--- src/design/wmbs_pkg.sv ---
// ----------------------------------------------------------------------------
// wmbs_pkg
// shared types, constants and the divider step of the windowed mean unit
// ----------------------------------------------------------------------------
package wmbs_pkg;

    // field widths
    localparam int SAMPLE_W = 16;
    localparam int CODE_W   = 4;
    localparam int SLOT_W   = 3;
    localparam int DIFF_W   = 17;
    localparam int STATUS_W = 2;
    localparam int WIN_W    = 12;

    // accumulator and divisor widths (windows hold at most 4096 positions)
    localparam int SUM_W    = 28;
    localparam int DEN_W    = WIN_W + 1;
    localparam int CNT_W    = $clog2(SUM_W);

    // configuration register file
    localparam int CFG_IDX_W = 2;

    // default parameter values
    localparam int DEF_MAX_WAVE_LEN = 4096;
    localparam int DEF_NUM_CHANNELS = 8;

    // item kinds
    localparam logic KIND_SAMPLE = 1'b0;
    localparam logic KIND_READ   = 1'b1;

    typedef enum logic [CFG_IDX_W-1:0] {
        CFG_SIG_START = 2'd0,
        CFG_SIG_STOP  = 2'd1,
        CFG_BKG_START = 2'd2,
        CFG_BKG_STOP  = 2'd3
    } t_cfg_idx;

    typedef enum logic [STATUS_W-1:0] {
        ST_OK      = 2'd0,
        ST_EMPTY   = 2'd1,
        ST_UNKNOWN = 2'd2
    } t_status;

    // controller to datapath
    typedef struct packed {
        logic in_ready;
        logic take;
        logic div_load;
        logic div_step;
        logic finish;
    } t_cmd;

    // datapath to controller
    typedef struct packed {
        logic in_valid;
        logic in_last;
        logic out_free;
    } t_sts;

    // restoring divider state: partial remainder and dividend/quotient shifter
    typedef struct packed {
        logic [DEN_W-1:0] rem;
        logic [SUM_W-1:0] quo;
    } t_div;

    function automatic t_div div_step(input t_div cur, input logic [DEN_W-1:0] den);
        logic [DEN_W:0] sh;
        t_div           nxt;
        sh      = {cur.rem, cur.quo[SUM_W-1]};
        nxt.quo = {cur.quo[SUM_W-2:0], 1'b0};
        if (sh >= {1'b0, den}) begin
            nxt.rem    = DEN_W'(sh - {1'b0, den});
            nxt.quo[0] = 1'b1;
        end else begin
            nxt.rem = sh[DEN_W-1:0];
        end
        return nxt;
    endfunction

endpackage

--- src/design/wmbs_in_if.sv ---
// ----------------------------------------------------------------------------
// wmbs_in_if
// input channel: waveform samples and slot reads
// ----------------------------------------------------------------------------
interface wmbs_in_if;
    logic                                valid;
    logic                                ready;
    logic                                kind;
    logic signed [wmbs_pkg::SAMPLE_W-1:0] sample_value;
    logic [wmbs_pkg::CODE_W-1:0]         channel_code;
    logic                                last_sample;

    modport source (output valid, kind, sample_value, channel_code, last_sample,
                    input ready);
    modport sink   (input valid, kind, sample_value, channel_code, last_sample,
                    output ready);
endinterface

--- src/design/wmbs_out_if.sv ---
// ----------------------------------------------------------------------------
// wmbs_out_if
// result channel: slot, mean difference and status
// ----------------------------------------------------------------------------
interface wmbs_out_if;
    logic                                valid;
    logic                                ready;
    logic [wmbs_pkg::SLOT_W-1:0]         channel_slot;
    logic signed [wmbs_pkg::DIFF_W-1:0]  mean_difference;
    logic [wmbs_pkg::STATUS_W-1:0]       status;

    modport source (output valid, channel_slot, mean_difference, status,
                    input ready);
    modport sink   (input valid, channel_slot, mean_difference, status,
                    output ready);
endinterface

--- src/design/wmbs_ctrl.sv ---
// ----------------------------------------------------------------------------
// wmbs_ctrl
// sequencer: accumulate, load divider, iterate, deliver result
// ----------------------------------------------------------------------------
module wmbs_ctrl (
    input  logic             i_clk,
    input  logic             i_rst_n,
    input  wmbs_pkg::t_sts   i_sts,
    output wmbs_pkg::t_cmd   o_cmd
);

    typedef enum logic [3:0] {
        S_IDLE = 4'b0001,
        S_LOAD = 4'b0010,
        S_DIV  = 4'b0100,
        S_FIN  = 4'b1000
    } t_state;

    t_state                       r_state, n_state;
    logic [wmbs_pkg::CNT_W-1:0]   r_cnt, n_cnt;

    always_comb begin
        n_state         = r_state;
        n_cnt           = r_cnt;
        o_cmd           = '0;
        unique case (r_state)
            S_IDLE: begin
                o_cmd.in_ready = i_sts.out_free;
                o_cmd.take     = i_sts.out_free && i_sts.in_valid;
                if (o_cmd.take && i_sts.in_last) begin
                    n_state = S_LOAD;
                end
            end
            S_LOAD: begin
                o_cmd.div_load = 1'b1;
                n_cnt          = '0;
                n_state        = S_DIV;
            end
            S_DIV: begin
                o_cmd.div_step = 1'b1;
                n_cnt          = r_cnt + 1'b1;
                if (r_cnt == wmbs_pkg::CNT_W'(wmbs_pkg::SUM_W - 1)) begin
                    n_state = S_FIN;
                end
            end
            S_FIN: begin
                if (i_sts.out_free) begin
                    o_cmd.finish = 1'b1;
                    n_state      = S_IDLE;
                end
            end
            default: begin
                n_state = S_IDLE;
            end
        endcase
    end

    always_ff @(posedge i_clk) begin
        if (!i_rst_n) begin
            r_state <= S_IDLE;
            r_cnt   <= '0;
        end else begin
            r_state <= n_state;
            r_cnt   <= n_cnt;
        end
    end

endmodule

--- src/design/wmbs_dp.sv ---
// ----------------------------------------------------------------------------
// wmbs_dp
// window sums, two restoring dividers, result store and output register
// ----------------------------------------------------------------------------
module wmbs_dp #(
    parameter int MAX_WAVE_LEN = wmbs_pkg::DEF_MAX_WAVE_LEN,
    parameter int NUM_CHANNELS = wmbs_pkg::DEF_NUM_CHANNELS
) (
    input  logic                                 i_clk,
    input  logic                                 i_rst_n,
    input  wmbs_pkg::t_cmd                       i_cmd,
    output wmbs_pkg::t_sts                       o_sts,
    // input item
    input  logic                                 i_valid,
    input  logic                                 i_kind,
    input  logic signed [wmbs_pkg::SAMPLE_W-1:0] i_sample_value,
    input  logic [wmbs_pkg::CODE_W-1:0]          i_channel_code,
    input  logic                                 i_last_sample,
    // configuration writes
    input  logic                                 i_cfg_we,
    input  logic [wmbs_pkg::CFG_IDX_W-1:0]       i_cfg_index,
    input  logic [wmbs_pkg::WIN_W-1:0]           i_cfg_data,
    // result item
    input  logic                                 i_out_ready,
    output logic                                 o_out_valid,
    output logic [wmbs_pkg::SLOT_W-1:0]          o_channel_slot,
    output logic signed [wmbs_pkg::DIFF_W-1:0]   o_mean_difference,
    output logic [wmbs_pkg::STATUS_W-1:0]        o_status
);

    localparam int POS_W = $clog2(MAX_WAVE_LEN + 1);
    localparam int CMP_W = (POS_W > wmbs_pkg::WIN_W) ? POS_W : wmbs_pkg::WIN_W;
    localparam int CH_W  = (NUM_CHANNELS > 1) ? $clog2(NUM_CHANNELS) : 1;
    localparam int NCH_W = $clog2(NUM_CHANNELS + 1) + 1;
    localparam int SUM_W = wmbs_pkg::SUM_W;
    localparam int DEN_W = wmbs_pkg::DEN_W;
    localparam int WIN_W = wmbs_pkg::WIN_W;

    // configuration
    logic [WIN_W-1:0] r_sig_start, r_sig_stop, r_bkg_start, r_bkg_stop;

    // accumulation
    logic signed [SUM_W-1:0] r_sig_sum, r_bkg_sum;
    logic [POS_W-1:0]        r_pos;
    logic [wmbs_pkg::CODE_W-1:0] r_code;

    // dividers
    wmbs_pkg::t_div   r_sdiv, r_bdiv;
    logic [DEN_W-1:0] r_sden, r_bden;
    logic             r_sneg, r_bneg, r_empty;

    // result store
    logic signed [wmbs_pkg::DIFF_W-1:0] r_res [NUM_CHANNELS];

    // output register
    logic                               r_out_valid;
    logic [wmbs_pkg::SLOT_W-1:0]        r_slot;
    logic signed [wmbs_pkg::DIFF_W-1:0] r_diff;
    logic [wmbs_pkg::STATUS_W-1:0]      r_status;

    logic [CMP_W-1:0]        w_pos;
    logic                    w_pos_ok, w_in_sig, w_in_bkg;
    logic signed [SUM_W-1:0] w_sample;
    logic                    w_take_smp, w_take_rd;
    logic signed [SUM_W-1:0] w_qs, w_qb, w_dfull;
    logic [wmbs_pkg::SLOT_W-1:0] w_fslot;
    logic                    w_fbad;
    logic                    w_rd_ok;

    assign o_sts.in_valid = i_valid;
    assign o_sts.in_last  = (i_kind == wmbs_pkg::KIND_SAMPLE) && i_last_sample;
    assign o_sts.out_free = !r_out_valid || i_out_ready;

    assign w_take_smp = i_cmd.take && (i_kind == wmbs_pkg::KIND_SAMPLE);
    assign w_take_rd  = i_cmd.take && (i_kind == wmbs_pkg::KIND_READ);

    // window membership of the current position
    assign w_pos    = CMP_W'(r_pos);
    assign w_pos_ok = r_pos < POS_W'(MAX_WAVE_LEN);
    assign w_in_sig = (w_pos >= CMP_W'(r_sig_start)) && (w_pos <= CMP_W'(r_sig_stop));
    assign w_in_bkg = (w_pos >= CMP_W'(r_bkg_start)) && (w_pos <= CMP_W'(r_bkg_stop));
    assign w_sample = SUM_W'(i_sample_value);

    // signed quotients and their difference
    assign w_qs    = r_sneg ? -$signed(r_sdiv.quo) : $signed(r_sdiv.quo);
    assign w_qb    = r_bneg ? -$signed(r_bdiv.quo) : $signed(r_bdiv.quo);
    assign w_dfull = w_qs - w_qb;

    assign w_fslot = r_code[wmbs_pkg::CODE_W-1:1];
    assign w_fbad  = r_code[0] || (NCH_W'(w_fslot) >= NCH_W'(NUM_CHANNELS));
    assign w_rd_ok = NCH_W'(i_channel_code) < NCH_W'(NUM_CHANNELS);

    always_ff @(posedge i_clk) begin
        if (!i_rst_n) begin
            r_sig_start <= '0;
            r_sig_stop  <= '0;
            r_bkg_start <= '0;
            r_bkg_stop  <= '0;
        end else if (i_cfg_we) begin
            unique case (wmbs_pkg::t_cfg_idx'(i_cfg_index))
                wmbs_pkg::CFG_SIG_START: r_sig_start <= i_cfg_data;
                wmbs_pkg::CFG_SIG_STOP:  r_sig_stop  <= i_cfg_data;
                wmbs_pkg::CFG_BKG_START: r_bkg_start <= i_cfg_data;
                wmbs_pkg::CFG_BKG_STOP:  r_bkg_stop  <= i_cfg_data;
                default: ;
            endcase
        end
    end

    // accumulation, cleared when the divider takes the sums
    always_ff @(posedge i_clk) begin
        if (!i_rst_n) begin
            r_sig_sum <= '0;
            r_bkg_sum <= '0;
            r_pos     <= '0;
        end else if (i_cmd.div_load) begin
            r_sig_sum <= '0;
            r_bkg_sum <= '0;
            r_pos     <= '0;
        end else if (w_take_smp && w_pos_ok) begin
            if (w_in_sig) begin
                r_sig_sum <= r_sig_sum + w_sample;
            end
            if (w_in_bkg) begin
                r_bkg_sum <= r_bkg_sum + w_sample;
            end
            r_pos <= r_pos + 1'b1;
        end
    end

    always_ff @(posedge i_clk) begin
        if (w_take_smp) begin
            r_code <= i_channel_code;
        end
    end

    // magnitude division, one quotient bit per cycle in both units
    always_ff @(posedge i_clk) begin
        if (i_cmd.div_load) begin
            r_sdiv.rem <= '0;
            r_bdiv.rem <= '0;
            r_sdiv.quo <= r_sig_sum[SUM_W-1] ? $unsigned(-r_sig_sum) : $unsigned(r_sig_sum);
            r_bdiv.quo <= r_bkg_sum[SUM_W-1] ? $unsigned(-r_bkg_sum) : $unsigned(r_bkg_sum);
            r_sneg     <= r_sig_sum[SUM_W-1];
            r_bneg     <= r_bkg_sum[SUM_W-1];
            r_sden     <= DEN_W'({1'b0, r_sig_stop} - {1'b0, r_sig_start} + DEN_W'(1));
            r_bden     <= DEN_W'({1'b0, r_bkg_stop} - {1'b0, r_bkg_start} + DEN_W'(1));
            r_empty    <= (r_sig_stop < r_sig_start) || (r_bkg_stop < r_bkg_start);
        end else if (i_cmd.div_step) begin
            r_sdiv <= wmbs_pkg::div_step(r_sdiv, r_sden);
            r_bdiv <= wmbs_pkg::div_step(r_bdiv, r_bden);
        end
    end

    // per-slot results
    always_ff @(posedge i_clk) begin
        if (!i_rst_n) begin
            for (int i = 0; i < NUM_CHANNELS; i++) begin
                r_res[i] <= '0;
            end
        end else if (i_cmd.finish && !w_fbad) begin
            r_res[CH_W'(w_fslot)] <= r_empty ? '0 : w_dfull[wmbs_pkg::DIFF_W-1:0];
        end
    end

    // output register
    always_ff @(posedge i_clk) begin
        if (!i_rst_n) begin
            r_out_valid <= 1'b0;
        end else if (w_take_rd || i_cmd.finish) begin
            r_out_valid <= 1'b1;
        end else if (i_out_ready) begin
            r_out_valid <= 1'b0;
        end
    end

    always_ff @(posedge i_clk) begin
        if (w_take_rd) begin
            r_slot <= i_channel_code[wmbs_pkg::SLOT_W-1:0];
            if (w_rd_ok) begin
                r_diff   <= r_res[CH_W'(i_channel_code)];
                r_status <= wmbs_pkg::ST_OK;
            end else begin
                r_diff   <= '0;
                r_status <= wmbs_pkg::ST_UNKNOWN;
            end
        end else if (i_cmd.finish) begin
            r_diff   <= r_empty ? '0 : w_dfull[wmbs_pkg::DIFF_W-1:0];
            if (w_fbad) begin
                r_slot   <= '0;
                r_status <= wmbs_pkg::ST_UNKNOWN;
            end else begin
                r_slot   <= w_fslot;
                r_status <= r_empty ? wmbs_pkg::ST_EMPTY : wmbs_pkg::ST_OK;
            end
        end
    end

    assign o_out_valid       = r_out_valid;
    assign o_channel_slot    = r_slot;
    assign o_mean_difference = r_diff;
    assign o_status          = r_status;

endmodule

--- src/design/windowed_mean_background_subtract_unit.sv ---
// ----------------------------------------------------------------------------
// windowed_mean_background_subtract_unit
// boxcar signal mean minus background mean per waveform, stored per slot
// ----------------------------------------------------------------------------
// usage:
//   i_in carries one item per transfer: a waveform sample (kind 0) or a read
//   of a stored slot result (kind 1). o_out carries one result per last
//   sample and one per read. windows are set through i_cfg_we / i_cfg_index
//   / i_cfg_data; the user must write them only while the unit is idle,
//   which the unit does not enforce. samples that are not last stream in
//   at one sample per clock while the output register is free. a read
//   gives its result in the cycle after the transfer. the last sample
//   starts the two parallel restoring dividers (one quotient bit per cycle
//   over the 28-bit sums) via S_LOAD, S_DIV and S_FIN; S_FIN writes its
//   result once the output register is free, then the unit is idle again.
//   reset clears the window registers, the sums, the sample position and all
//   stored slot results; the first item is taken right after reset.
//   a single output register holds the result: while it is full and the
//   receiver stalls, i_in.ready stays low and the unit waits; a register
//   that is being drained in the same cycle counts as free.
// ----------------------------------------------------------------------------
module windowed_mean_background_subtract_unit #(
    parameter int MAX_WAVE_LEN = wmbs_pkg::DEF_MAX_WAVE_LEN,
    parameter int NUM_CHANNELS = wmbs_pkg::DEF_NUM_CHANNELS
) (
    input  logic                             i_clk,
    input  logic                             i_rst_n,
    wmbs_in_if.sink                          i_in,
    wmbs_out_if.source                       o_out,
    input  logic                             i_cfg_we,
    input  logic [wmbs_pkg::CFG_IDX_W-1:0]   i_cfg_index,
    input  logic [wmbs_pkg::WIN_W-1:0]       i_cfg_data
);

    // command and status between sequencer and datapath
    wmbs_pkg::t_cmd w_cmd;
    wmbs_pkg::t_sts w_sts;

    wmbs_ctrl u_ctrl (
        .i_clk   (i_clk),
        .i_rst_n (i_rst_n),
        .i_sts   (w_sts),
        .o_cmd   (w_cmd)
    );

    wmbs_dp #(
        .MAX_WAVE_LEN (MAX_WAVE_LEN),
        .NUM_CHANNELS (NUM_CHANNELS)
    ) u_dp (
        .i_clk             (i_clk),
        .i_rst_n           (i_rst_n),
        .i_cmd             (w_cmd),
        .o_sts             (w_sts),
        .i_valid           (i_in.valid),
        .i_kind            (i_in.kind),
        .i_sample_value    (i_in.sample_value),
        .i_channel_code    (i_in.channel_code),
        .i_last_sample     (i_in.last_sample),
        .i_cfg_we          (i_cfg_we),
        .i_cfg_index       (i_cfg_index),
        .i_cfg_data        (i_cfg_data),
        .i_out_ready       (o_out.ready),
        .o_out_valid       (o_out.valid),
        .o_channel_slot    (o_out.channel_slot),
        .o_mean_difference (o_out.mean_difference),
        .o_status          (o_out.status)
    );

    // ready comes from the sequencer only in its idle state
    assign i_in.ready = w_cmd.in_ready;

`ifndef ASSERT_OFF
    // the transfer of a last sample hands the unit to the divider
    a_last_blocks: assert property (@(posedge i_clk) disable iff (!i_rst_n)
        (i_in.valid && i_in.ready && (i_in.kind == wmbs_pkg::KIND_SAMPLE)
         && i_in.last_sample) |=> !i_in.ready)
        else $error("input taken while the divider is busy");

    // a read transfer is answered in the next cycle
    a_read_answer: assert property (@(posedge i_clk) disable iff (!i_rst_n)
        (i_in.valid && i_in.ready && (i_in.kind == wmbs_pkg::KIND_READ))
        |=> o_out.valid)
        else $error("read transfer without a result");

    // an empty window always reports zero
    a_empty_zero: assert property (@(posedge i_clk) disable iff (!i_rst_n)
        (o_out.valid && (o_out.status == wmbs_pkg::ST_EMPTY))
        |-> (o_out.mean_difference == '0))
        else $error("empty window result is not zero");
`endif

endmodule
--- src/flat_wrapper.sv ---
// flat-port wrapper written by rule: the top's interface ports become plain ports
module windowed_mean_background_subtract_unit_flat 
#(
    parameter int MAX_WAVE_LEN = wmbs_pkg::DEF_MAX_WAVE_LEN,
    parameter int NUM_CHANNELS = wmbs_pkg::DEF_NUM_CHANNELS
)
  (i_clk, i_rst_n, i_cfg_we, i_cfg_index, i_cfg_data, i_in_valid, i_in_kind, i_in_sample_value, i_in_channel_code, i_in_last_sample, i_in_ready, o_out_valid, o_out_channel_slot, o_out_mean_difference, o_out_status, o_out_ready);
  wmbs_in_if i_in_i ();
  wmbs_out_if o_out_i ();
  input  logic i_clk;
  input  logic i_rst_n;
  input  logic i_cfg_we;
  input  logic [wmbs_pkg::CFG_IDX_W-1:0] i_cfg_index;
  input  logic [wmbs_pkg::WIN_W-1:0] i_cfg_data;
  input wire logic [$bits(i_in_i.valid)-1:0] i_in_valid;
  input wire logic [$bits(i_in_i.kind)-1:0] i_in_kind;
  input wire logic [$bits(i_in_i.sample_value)-1:0] i_in_sample_value;
  input wire logic [$bits(i_in_i.channel_code)-1:0] i_in_channel_code;
  input wire logic [$bits(i_in_i.last_sample)-1:0] i_in_last_sample;
  output wire logic [$bits(i_in_i.ready)-1:0] i_in_ready;
  output wire logic [$bits(o_out_i.valid)-1:0] o_out_valid;
  output wire logic [$bits(o_out_i.channel_slot)-1:0] o_out_channel_slot;
  output wire logic [$bits(o_out_i.mean_difference)-1:0] o_out_mean_difference;
  output wire logic [$bits(o_out_i.status)-1:0] o_out_status;
  input wire logic [$bits(o_out_i.ready)-1:0] o_out_ready;
  assign i_in_i.valid = i_in_valid;
  assign i_in_i.kind = i_in_kind;
  assign i_in_i.sample_value = i_in_sample_value;
  assign i_in_i.channel_code = i_in_channel_code;
  assign i_in_i.last_sample = i_in_last_sample;
  assign i_in_ready = i_in_i.ready;
  assign o_out_valid = o_out_i.valid;
  assign o_out_channel_slot = o_out_i.channel_slot;
  assign o_out_mean_difference = o_out_i.mean_difference;
  assign o_out_status = o_out_i.status;
  assign o_out_i.ready = o_out_ready;
  windowed_mean_background_subtract_unit #(.MAX_WAVE_LEN(MAX_WAVE_LEN), .NUM_CHANNELS(NUM_CHANNELS)) u_core (.i_clk(i_clk), .i_rst_n(i_rst_n), .i_in(i_in_i), .o_out(o_out_i), .i_cfg_we(i_cfg_we), .i_cfg_index(i_cfg_index), .i_cfg_data(i_cfg_data));
endmodule
--- config.mk ---
export PLATFORM = sky130hd
export DESIGN_NAME = windowed_mean_background_subtract_unit_flat
export DESIGN_NICKNAME = d
export VERILOG_FILES = /design/src/design/wmbs_pkg.sv /design/src/design/wmbs_in_if.sv /design/src/design/wmbs_out_if.sv /design/src/design/wmbs_ctrl.sv /design/src/design/wmbs_dp.sv /design/src/design/windowed_mean_background_subtract_unit.sv /design/src/flat_wrapper.sv
export SDC_FILE = /design/constraint.sdc
export NUM_CORES = 1
export LEC_CHECK = 0
export BUFFER_PORTS_ARGS = -buffer_cell sky130_fd_sc_hd__clkbuf_2
export CAP_MARGIN = 20
export CORE_AREA = 2 2 146 291
export CTS_CLUSTER_DIAMETER = 150
export DETAILED_ROUTE_END_ITERATION = 16
export DIE_AREA = 0 0 148 293
export GPL_ROUTABILITY_DRIVEN = 0
export GPL_TIMING_DRIVEN = 0
export PLACE_DENSITY = 0.77
export SETUP_SLACK_MARGIN = 0.1
export SLEW_MARGIN = 25
export SYNTH_ARGS = -nofsm -noshare
export SYNTH_HDL_FRONTEND = slang
export SYNTH_SLANG_ARGS = --single-unit
--- constraint.sdc ---
create_clock -name i_clk -period 9.44 [get_ports i_clk]
set_input_delay 1.888 -clock i_clk [delete_from_list [all_inputs] [get_ports i_clk]]
set_output_delay 1.888 -clock i_clk [all_outputs]
set_load 0.005 [all_outputs]
### Word-level counts from Yosys, hierarchy flattened

Memories as Yosys holds them, arrays and structs flattened.
Index checks and enable logic that the tools add are counted.

| storage, ports and cells | value |
|---|---|
| flip-flop bits (word level) | 264 |
| bits in writable memories | 136 |
| bits of input ports | 41 |
| output and inout bits | 24 |
| word-level logic and storage cells | 133 |
| memories kept | 1 |

| operators by class | value |
|---|---|
| $add $sub $neg | 15 |
| $lt $le $gt $ge | 10 |
| eq/ne operators | 11 |
| muxes and demuxes | 43 |
| bitwise gates (word level) | 2 |
| reduce and logical (&&, ||, !) cells | 28 |

Memory list:

| memory | depth | width | read ports | clocked after Yosys merged registers in | write ports | RTL line | text |
|---|---|---|---|---|---|---|---|
| u_core.u_dp.r_res | 8 | 17 | 1 | 0 | 8 | wmbs_dp.sv:53 | `logic signed [wmbs_pkg::DIFF_W-1:0] r_res [NUM_CHANNELS];` |

Operators by type and width:

| operator | count |
|---|---|
| $mux 28 | 6 |
| $mux 17 | 7 |
| $add 28x16->28 | 2 |
| $neg 28->28 | 2 |
| $add 13x1->13 const B | 3 |
| $neg 17->17 | 2 |
| $ge 14x13->1 | 2 |
| $ge 13x12->1 | 2 |
| $le 13x12->1 | 2 |
| $mux 13 | 2 |
| $sub 12x12->13 | 2 |
| $sub 13x13->13 | 2 |
| $lt 12x12->1 | 2 |
| $reduce_or 17->1 | 1 |
| $sub 17x17->17 | 1 |
| $pmux 4 s4 | 1 |
| $mux 1 | 14 |
| $lt 13x13->1 const B | 1 |
| $mux 3 | 4 |
| $mux 4 | 3 |
| $reduce_and 2->1 | 6 |
| $mux 2 | 5 |
| $pmux 5 s2 | 1 |
| $logic_and 1x1->1 | 9 |
| other kinds (17) | 27 |

### Logic depth before layout (Yosys ltp)

Gate-level depths: netlist of run 1.

| depth | value |
|---|---|
| word-level depth | 10 |
| depth in mapped cells | 15 |
| mapped depth without buffers | 14 |

### Hierarchy

A second synthesis of run 1 with hierarchy kept.

| second synthesis, totals | value |
|---|---|
| cell total of the unflattened synthesis | 2516 |
| area total of the unflattened synthesis | 24861.3 um2 |

Modules (own cells, without submodules):

| module | times used | cells an instance | area an instance (um2) | seq. area each (um2) |
|---|---|---|---|---|
| wmbs_dp | 1 | 2466 | 24409.7 | 10299.9 |
| wmbs_ctrl | 1 | 50 | 451.7 | 180.2 |

### Worst setup path before layout of run 1

Ideal clock, no wire load.

| timing path | value |
|---|---|
| kind | input to output |
| start | input port o_out_ready |
| end | output port i_in_ready |
| arrival time | 2249 ps |
| data required time | 7552 ps |
| slack | 5303 ps |
| stages on the path | 2 |
| buffers on the path | 0 |
| cell sequence | nand2b_1 -> nor2b_1 |

| between the ends | value |
|---|---|
| word-level cells in the longest chain between the ends | 2 |

RTL lines:

| item | RTL line | text |
|---|---|---|
| start: declaration | flat_wrapper.sv:25 | `input wire logic [$bits(o_out_i.ready)-1:0] o_out_ready;` |
| $logic_or 1x1->1 | wmbs_dp.sv:72 | `assign o_sts.out_free = !r_out_valid \|\| i_out_ready;` |
| $mux 2 | wmbs_ctrl.sv:26 | `unique case (r_state)` |
| end: declaration | flat_wrapper.sv:20 | `output wire logic [$bits(i_in_i.ready)-1:0] i_in_ready;` |

Every way passes these cells.

### Final worst setup path of run 1

| timing path | value |
|---|---|
| start | input port o_out_ready |
| end | register u_core.u_dp.r_sig_sum[12] |

| between the ends | value |
|---|---|
| word-level cells in the longest chain between the ends | 6 |

RTL lines:

| item | RTL line | text |
|---|---|---|
| $logic_or 1x1->1 | wmbs_dp.sv:72 |  |
| $logic_and 1x1->1 | wmbs_ctrl.sv:29 | `o_cmd.take = i_sts.out_free && i_sts.in_valid;` |
| $mux 2 | wmbs_ctrl.sv:26 |  |
| $logic_and 1x1->1 | wmbs_dp.sv:74 | `assign w_take_smp = i_cmd.take && (i_kind == wmbs_pkg::KIND_SAMPLE);` |
| via u_core.u_dp.w_take_smp | wmbs_dp.sv:64 | `logic w_take_smp, w_take_rd;` |
| $logic_and 1x1->1 | wmbs_dp.sv:120 | `end else if (w_take_smp && w_pos_ok) begin` |
| $reduce_and 2->1 (no line) | -- |  |
| end signal: assignment | wmbs_dp.sv:122 | `r_sig_sum <= r_sig_sum + w_sample;` |
| end: declaration | wmbs_dp.sv:43 | `logic signed [SUM_W-1:0] r_sig_sum, r_bkg_sum;` |

The timed path passes the listed nets, and every way through them passes these cells.
A chain may end at the register's enable or synchronous reset.

==> results of run 1 <==
[critical path: stages]
cell      delay [ns]
clkbuf_2        0.07
nand2b_1        0.25
nand2_1         0.17
nor3_1          0.70
nand2b_1        0.41
a221oi_1        0.75
buf_2           0.29
clkbuf_1        0.39
nand3_1         0.15
a21oi_1         0.16
[final cells by class]
| type | count | area [um2] |
|---|---|---|
| plain buffers | 102 | 387 |
| clock inverters | 12 | 116 |
| repair buffers | 67 | 380 |
| multi-input cells | 1925 | 13400 |
| inverters | 161 | 607 |
| clock buffers | 54 | 1040 |
| fillers | 3297 | 13900 |
| well taps | 535 | 669 |
| flip-flops and latches | 400 | 10500 |
[cell usage in the layout, fill, tap and decap left out, types with 15 or more instances in the layout]
cell	count
ha_1	200
a21o_1	33
xor2_1	87
mux4_2	34
o21a_1	21
o21bai_1	15
nand2b_1	22
nor3_1	94
o31ai_1	35
mux2i_1	61
or2_2	16
xnor2_1	85
inv_1	161
nor2_1	248
or3_1	29
o22ai_1	21
dfxtp_1	153
clkbuf_16	36
nand4_1	15
o21ai_0	174
nor2b_1	25
a21oi_1	177
edfxtp_1	247
clkbuf_2	66
a211oi_1	19
fa_1	17
nand2_1	265
clkbuf_1	96
nand3_1	48
[sequential cells by signal, summed over array words and instances, names as in the netlist, 13 cells and up]
name / cells
u_core.u_dp.o_mean_difference: 17
u_core.u_dp.r_res: 136
u_core.u_dp.r_bkg_sum: 28
u_core.u_dp.r_sig_sum: 28
u_core.u_dp.r_sdiv: 41
u_core.u_dp.r_sden: 13
u_core.u_dp.r_bdiv: 41
u_core.u_dp.r_pos: 13
u_core.u_dp.r_bden: 13
[where the power goes]
group / leakage (nW) / internal [W] / switching [W]
sequential: 3.66 / 0.00198 / 0.0000824
combinational: 6.56 / 0.000433 / 0.000706
clock: 0.575 / 0.000803 / 0.000674
total: 10.8 / 0.00321 / 0.00146
[per-layer routing]
layer	track usage, %	vias up
li1	-	9562
met1	30.1	9668
met2	58.3	771
met3	4.11	291
met4	26.0	2
met5	0	-
[cell families (layout without fill, tap and decap cells)]
logic type               count (synthesis)  in the layout  synth area share (%)
AND/OR/NAND/NOR                        837            837                  15.5
AO/OA/AOI/OAI                          601            601                  15.1
flip-flops                             400            400                  42.2
buffers and inverters                  263            396                  3.98
adder cells (fa/ha/maj)                217            217                  11.4
XOR/XNOR                               173            173                  6.13
multiplexers                            97             97                  5.63
[final timing paths]
kind                                  endpoint  slack (ns)  cells past startpoint
max                  u_core.u_dp.r_sig_sum[12]        4.68                     10
min                 u_core.u_dp.r_bkg_start[8]        0.46                      2
max reg2reg  u_core.u_dp.o_mean_difference[14]        4.75                     12
min reg2reg         u_core.u_dp.r_bkg_start[8]        0.46                      2
[metrics by stage]
step	total power (W)	worst slack [ns]	hold slack, ns	std cells
after global routing	0.00487	4.55	0.486	3256
after detailed placement	0.00322	4.24	0.444	3190
after CTS	0.00466	4.80	0.457	3256
after floorplan	0.00289	5.30	0.422	2588
after global placement	0.00316	4.11	0.439	3187
final	0.00468	4.68	0.456	3256
==> metrics.cfg, run 1 <==
[layout]
fin_util_pct=66.0
area_growth_pct=8.98
final_layout_size_suffix_gt1_share_pct=7.24
num_antenna_cells=0
design_area_um2=27100
fin_nets=2951

[setup_path]
path_class=in2reg
endpoint_kind=register
r2r-start=u_core.u_dp.r_sdiv[5]
setup.worst_path.start=o_out_ready
cp-start-kind=input port
crit_required_ns=9.92
crit_arrival_ns=5.24
critPathMaxFanout=10

[synth]
syn_nets=2846
yosysMostFrequentCell=nand2_1
syn-mean-instance-area_um2=9.60
yosys.area.top_type=edfxtp_1
synth_enable_flop_cells=247
ys_types=75
netlist_instances=2588
ys_seq_area_share_pct=42.2
ys_ff_latch=400
yosys-top-cells-count=nand2_1 (265), nor2_1 (248), edfxtp_1 (247)
yosys_warnings=0
synth_flop_cell=edfxtp_1
synth_area_um2=24800
async_flop_share_pct=0
synthTopCellsByArea=edfxtp_1 (30%), dfxtp_1 (12%), ha_1 (10%)
netlist.area_leader.share_pct=29.9

[global_routing]
overflow=0
grt_pass1_vias=20700
grt.total_usage_pct=31.4
grt_max_degree=57
antenna_found_initial=1
grt_pass1_wl_mm=107

[floorplan]
ios=65
initial_core_util_pct=60.6
die_x_um=148
coreArea_um2=41000
die-area_um2=43400
num_rows=105
die_h_um=293

[placed_design]
dp_hpwl_mm=51.9
dpl-instance-area_um2=25900
io_buffers=64

[sta]
rsz0062_at_grt=false
finalCritPeriodShare_pct=50.4
slew_viol_final=0
worst_pin_slew_ns=0.974
fin_skew_ns=0.0335
timing.setup.tns_ns=0
clock.fmax_mhz=210
final-setup-viol-count=0
slew_headroom_pct=34.5
finalHoldViolations=0
period_needed_ns=4.76

[clock_network]
cts_max_path_buffers=3
cts_setup_buffers=0
cts_max_level=2
cts_resized=0
cts_tree=done
cts_sinks=400
clk_latency_ns=0.57
cts.root.buffer_cell=clkbuf_16
cts_buffers=36
hold_buffers=0
clk_pin_slew_ns=0.06

[routing]
antenna_left=0
met2_length_mm=36.1
wl_per_cell_um=20.9
top_layer=met5
dr_wl_met3_mm=3.59
drcViolationCount=0
via_per_inst=6.23
dr.pass1.iters=7
met1_length_mm=21.9
drt_iter0_markers=1211
vias=20300
routed_wl_mm=68.1

[power]
power_density_nw_per_um2=173
p_leak_nw=10.8
vdd_drop_max_mv=0.127

[hold_path]
hold_class=reg2reg
min_from=u_core.u_dp.r_bkg_start[8]

[outcome]
outcome=complete, no violations

[job]
cap_viol_max_count=0

Power figures use the tool's default switching activity.
==> inputs of run 2 (changes only) <==
- CORE_AREA: 2 2 146 291 -> 2 2 150 298
- DIE_AREA: 0 0 148 293 -> 0 0 152 300
- clock period: 9.44 -> 4.1 ns (I/O delays scaled with it)
==> run 2 against run 1 <==
  * Design area grew 0.82%
  * Setup slack lost 4.6 ns
  * Global-route usage shrank 2.5 points
  * Via count shrank 0.58%
  * Clock power grew 130%
  * Clock-buffer cell count grew 1
  * Hold slack lost 0.0065 ns
  * Sequential power grew 130%
==> metrics.cfg, run 2 (same netlist as run 1, synthesis figures left out) <==
[outcome]
outcome=complete, no violations  ; unchanged

[layout]
reg_top3=u_core.u_dp.r_res: 136 flops, u_core.u_dp.r_bdiv: 41 flops, u_core.u_dp.r_sdiv: 41 flops  ; unchanged
regMostFlops=u_core.u_dp.r_res  ; unchanged
final_common_cell=nand2_1  ; unchanged
largest_reg_flops=136  ; unchanged
area_growth_pct=9.88  ; was 8.98%
design_area_um2=27300  ; was 27,100 um2
fill_cells=3513  ; was 3,297
final-instance-count-excl-fill=3279  ; was 3,256
fin_nets=2959  ; was 2,951
final_layout_size_suffix_gt1_share_pct=8.06  ; was 7.24%
mostFrequentLayoutCells=nand2_1 (263), nor2_1 (248), edfxtp_1 (247), ha_1 (199), a21oi_1 (176)  ; was nand2_1 (265), nor2_1 (248), edfxtp_1 (247), ha_1 (200), a21oi_1 (177)
fin_util_pct=62.9  ; was 66.0%

[sta]
layout_setup_ws_ns=0.125  ; was 4.68 ns
final-setup-viol-count=0  ; unchanged
period_needed_ns=3.98
fin_skew_ns=0.0306  ; was 0.0335 ns
slew_headroom_pct=30.3  ; was 34.5%
rsz0062_at_grt=true  ; was false
slew_viol_final=0  ; unchanged
finalCritPeriodShare_pct=97.0
clock.fmax_mhz=252
finalHoldViolations=0  ; unchanged
worst_pin_slew_ns=1.05  ; was 0.974 ns
timing.setup.tns_ns=0  ; unchanged

[setup_path]
crit_required_ns=4.37  ; was 9.92 ns
critPathMaxFanout=9  ; was 10
cp-start-kind=register  ; was input port
path_class=reg2reg  ; was in2reg
endpoint_kind=register  ; unchanged
crit_arrival_ns=4.24  ; was 5.24 ns

[routing]
dr.pass1.iters=6  ; was 7
antenna_left=0  ; unchanged
drt_iter0_markers=1250  ; was 1,211
drcViolationCount=0  ; unchanged
wl_per_cell_um=20.5  ; was 20.9 um
vias=20200  ; was 20,300
via_per_inst=6.15  ; was 6.23
routed_wl_mm=67.3  ; was 68.1 mm

[placed_design]
dp.cells=3205  ; was 3,190
dp_slack_ns=-0.430  ; was 4.24 ns
io_buffers=64  ; unchanged
dp_hpwl_mm=52.3  ; was 51.9 mm
dpl-instance-area_um2=25900  ; about the same

[global_routing]
antenna_found_initial=1  ; unchanged
grt_pass1_wl_mm=105  ; was 107 mm
grt_pass1_vias=20900  ; was 20,700
grt_max_degree=58  ; was 57
overflow=0  ; unchanged
grt.total_usage_pct=28.9  ; was 31.4%

[clock_network]
cts.root.buffer_cell=clkbuf_16  ; unchanged
cts_sinks=400  ; unchanged
clk_pin_slew_ns=0.07  ; was 0.06 ns
hold_buffers=0  ; unchanged
cts_tree=done  ; unchanged
clk_latency_ns=0.57  ; about the same
cts_buffers=35  ; was 36
cts_max_level=2  ; unchanged
cts_max_path_buffers=3  ; unchanged

[power]
power_density_nw_per_um2=397  ; was 173 nW/um2
p_leak_nw=10.9  ; was 10.8 nW
vdd_drop_max_mv=0.264  ; was 0.127 mV

[job]
cap_viol_max_count=0  ; unchanged

[floorplan]
initial_core_util_pct=57.2  ; was 60.6%
ios=65  ; unchanged
num_rows=108  ; was 105
die_h_um=300  ; was 293 um
die_x_um=152  ; was 148 um
die-area_um2=45600  ; was 43,400 um2
coreArea_um2=43400  ; was 41,000 um2

[hold_path]
hold_class=reg2reg  ; unchanged

run 2: changes by cell type in the layout (fill, tap and decap cells not counted), sizes merged:
cell and delta:
inv -3, bufinv -1, buf +10, clkinv +1, diode +1
run 2: report_power, final:
part	switching [W]	internal, W
registers	0.000196	0.00456
clock network	0.00155	0.00185
logic	0.00164	0.00104
total	0.00338	0.00745
run 2: timing repair:
item,CTS,global route
endpoints found under the hold margin,0,0
pin swaps,2,3
buffers inserted,6,3
resized for setup,8,14
setup endpoints to repair,28,55
run 2: per-layer routing:
metal,vias up,track usage [%],part of all wire (%)
li1,9593,-,-
met2,757,55.7,53
met5,-,0,0
met4,0,22.6,8.9
met1,9547,27.2,33
met3,279,3.42,4.7
run 2: final timing paths:
path	depth (start not counted)	start	slack, ns	to
worst max register to register	13	u_core.u_dp.r_sdiv[7]	0.12	u_core.u_dp.o_mean_difference[14]
worst min-delay path	0	u_core.u_dp.r_sig_sum[27]	0.45	u_core.u_dp.r_sneg
worst min register to register	0	u_core.u_dp.r_sig_sum[27]	0.45	u_core.u_dp.r_sneg
worst max-delay path	13	u_core.u_dp.r_sdiv[7]	0.12	u_core.u_dp.o_mean_difference[14]
run 2: cell type report:
cell class / instances / area [um2] / area share (%)
inverters: 161 / 607 / 2.22
plain buffers: 102 / 385 / 1.41
well taps: 550 / 688 / 2.52
clock inverters: 9 / 82.6 / 0.303
flip-flops and latches: 400 / 10500 / 38.4
clock buffers: 55 / 1080 / 3.98
multi-input cells: 1925 / 13500 / 49.5
diodes: 1 / 2.50 / 0.00917
repair buffers: 76 / 457 / 1.67
run 2: per-stage QoR:
step                      hold WS, ns  total power (W)
after floorplan                 0.422          0.00665
after global placement          0.442          0.00727
after detailed placement        0.433          0.00740
after CTS                       0.451           0.0108
after global routing            0.457           0.0113
final                           0.450           0.0108
run 2: worst max-delay path, cell delays in order (launching register included):
cell      delay [ns]
edfxtp_1        0.40
or4_4           0.59
or4_4           0.45
or3_4           0.40
nand2_1         0.12
xnor2_2         0.18
ha_1            0.30
and3_1          0.16
o211ai_1        0.11
or3b_4          0.42
a21oi_4         0.15
xor2_2          0.15
buf_6           0.15
o22ai_1         0.11
==> inputs of run 3 (changes only) <==
- CORE_AREA: 2 2 150 298 -> 2 2 146 291
- CTS_BUF_LIST: unset -> sky130_fd_sc_hd__clkbuf_2
- DIE_AREA: 0 0 152 300 -> 0 0 148 293
- clock period: 4.1 -> 5.2 ns (I/O delays scaled with it)
==> run 3 against run 2 <==
  * Design area is 2.0% lower
  * Maximum frequency shrank 14%
  * Hold slack lost 0.27 ns
  * Critical endpoint unchanged
  * Clock-buffer cell count rose by 59
  * Core utilization increased by 2.3 points
  * Wire length is 0.15% lower
  * Sequential cell count unchanged
  * Sequential power decreased by 21%
==> metrics.cfg, run 3 (same netlist as run 1, synthesis figures left out) <==
[power]
power_w=0.00781  ; was 0.0108 W
power_frac_comb_pct=26.4  ; was 24.7%
p_seq_share_pct=47.9  ; was 43.9%
p_leak_nw=10.8  ; was 10.9 nW
clock_power_share_pct=25.7  ; was 31.4%
p_switching_w=0.00271  ; was 0.00338 W
power_density_nw_per_um2=292  ; was 397 nW/um2
sw_frac_of_total_pct=34.7  ; was 31.2%
internal_power_w=0.00510  ; was 0.00745 W
vdd_drop_max_mv=0.140  ; was 0.264 mV

[clock_network]
cts_max_path_buffers=3  ; unchanged
clk_pin_slew_ns=0.13  ; was 0.07 ns
clk_latency_ns=1.09  ; was 0.57 ns
cts_resized=0  ; was 8
cts.root.buffer_cell=clkbuf_2  ; was clkbuf_16
cts_sinks=400  ; unchanged
hold_buffers=0  ; unchanged
cts_buffers=85  ; was 35
cts_setup_buffers=0  ; was 6
cts_max_level=3  ; was 2
cts_tree=done  ; unchanged

[layout]
area_growth_pct=7.64  ; was 9.88%
largest_reg_flops=136  ; unchanged
final_layout_size_suffix_gt1_share_pct=9.78  ; was 8.06%
final_common_cell=nand2_1  ; unchanged
fill_cells=3403  ; was 3,513
regMostFlops=u_core.u_dp.r_res  ; unchanged
fin_nets=3000  ; was 2,959
mostFrequentLayoutCells=nand2_1 (265), nor2_1 (248), edfxtp_1 (247), ha_1 (200), clkbuf_2 (180)  ; was nand2_1 (263), nor2_1 (248), edfxtp_1 (247), ha_1 (199), a21oi_1 (176)
reg_top3=u_core.u_dp.r_res: 136 flops, u_core.u_dp.r_bdiv: 41 flops, u_core.u_dp.r_sdiv: 41 flops  ; unchanged

[hold_path]
hold_class=in2reg  ; was reg2reg

[routing]
dr.pass1.iters=6  ; unchanged
antenna_left=0  ; unchanged
top_layer=met5  ; was met4
via_per_inst=6.13  ; was 6.15
wl_per_cell_um=20.1  ; was 20.5 um
routed_wl_mm=67.2  ; was 67.3 mm
drcViolationCount=0  ; unchanged
met2_length_mm=35.3  ; was 35.8 mm
vias=20500  ; was 20,200
drt_iter0_markers=1065  ; was 1,250
met1_length_mm=21.9  ; was 22.3 mm
dr_wl_met3_mm=3.52  ; was 3.16 mm

[sta]
period_needed_ns=4.64  ; was 3.98 ns
finalHoldViolations=0  ; unchanged
slew_headroom_pct=29.9  ; was 30.3%
fin_skew_ns=0.106  ; was 0.0306 ns
finalCritPeriodShare_pct=89.2  ; was 97.0%
final-setup-viol-count=0  ; unchanged
rsz0062_at_grt=false  ; was true
slew_viol_final=0  ; unchanged
worst_pin_slew_ns=1.04  ; was 1.05 ns
timing.setup.tns_ns=0  ; unchanged
holdWs_ns=0.179  ; was 0.450 ns
clock.fmax_mhz=216  ; was 252 MHz

[setup_path]
crit_required_ns=5.99  ; was 4.37 ns
endpoint_kind=register  ; unchanged
critPathMaxFanout=9  ; unchanged
path_class=reg2reg  ; unchanged
crit_arrival_ns=5.43  ; was 4.24 ns
cp-start-kind=register  ; unchanged

[global_routing]
overflow=0  ; unchanged
grt_max_degree=57  ; was 58
grt_pass1_wl_mm=105  ; about the same
grt.total_usage_pct=31.1  ; was 28.9%
antenna_found_initial=2  ; was 1
grt_pass1_vias=21000  ; was 20,900

[floorplan]
coreArea_um2=41000  ; was 43,400 um2
initial_core_util_pct=60.6  ; was 57.2%
die_h_um=293  ; was 300 um
die-area_um2=43400  ; was 45,600 um2
die_x_um=148  ; was 152 um
num_rows=105  ; was 108
ios=65  ; unchanged

[job]
cap_viol_max_count=0  ; unchanged

[placed_design]
io_buffers=64  ; unchanged
dp_hpwl_mm=51.9  ; was 52.3 mm

[outcome]
outcome=complete, no violations  ; unchanged

==> run 3: power by group through the flow <==
stage | registers (W) | logic [W] | clock network, W
2_1_floorplan | 0.00376 | 0.00148 | 0
3_3_place_gp | 0.00380 | 0.00194 | 0
3_5_place_dp | 0.00381 | 0.00203 | 0
4_1_cts | 0.00373 | 0.00204 | 0.00204
5_1_grt | 0.00376 | 0.00227 | 0.00216
6_report | 0.00374 | 0.00206 | 0.00201
==> run 3: path summary, 6_finish.rpt <==
path                                             to  slack [ns]  cells past startpoint                       start
hold / removal                u_core.u_dp.r_code[0]        0.18                      1        i_in_channel_code[0]
hold reg to reg          u_core.u_dp.r_bkg_start[8]        0.46                      2  u_core.u_dp.r_bkg_start[8]
setup reg to reg  u_core.u_dp.o_mean_difference[14]        0.56                     12       u_core.u_dp.r_sdiv[6]
setup / recovery  u_core.u_dp.o_mean_difference[14]        0.56                     12       u_core.u_dp.r_sdiv[6]
==> run 3: metal layers <==
metal | GRT usage, % | vias to the layer above
met5 | 0 | -
met4 | 26.7 | 2
met3 | 4.98 | 303
met2 | 57.2 | 758
met1 | 29.3 | 9721
li1 | - | 9733
==> run 3: final cells by class <==
| class | instances | area [um2] | area share [%] |
|---|---|---|---|
| Antenna cell | 2 | 5.00 | 0.0187 |
| Buffer | 102 | 387 | 1.45 |
| Clock buffer | 114 | 571 | 2.13 |
| Clock inverter | 43 | 255 | 0.955 |
| Inverter | 161 | 607 | 2.27 |
| Multi-Input combinational cell | 1925 | 13400 | 50.0 |
| Sequential cell | 400 | 10500 | 39.2 |
| Tap cell | 535 | 669 | 2.50 |
| Timing Repair Buffer | 67 | 380 | 1.42 |
==> run 3: metrics by stage <==
step	std cells	cell area [um2]	setup slack (ns)	util (%)
after floorplan	2588	24800	1.29	-
after global placement	3187	25800	0.688	63.0
after detailed placement	3190	25900	0.577	63.2
after CTS	3347	26700	0.622	65.2
after global routing	3348	26700	0.415	65.2
final	3349	26700	0.562	65.2
==> run 3: worst max-delay path, stage by stage, from the launching register on <==
cell and delay [ns]:
edfxtp_1 0.46, or4_4 0.56, or4_1 0.43, or3_4 0.41
nand2_1 0.11, xnor2_1 0.24, ha_1 0.34, and3_1 0.18
o211ai_1 0.14, or3b_2 0.48, a21oi_1 0.18, xor2_1 0.65
o22ai_1 0.23
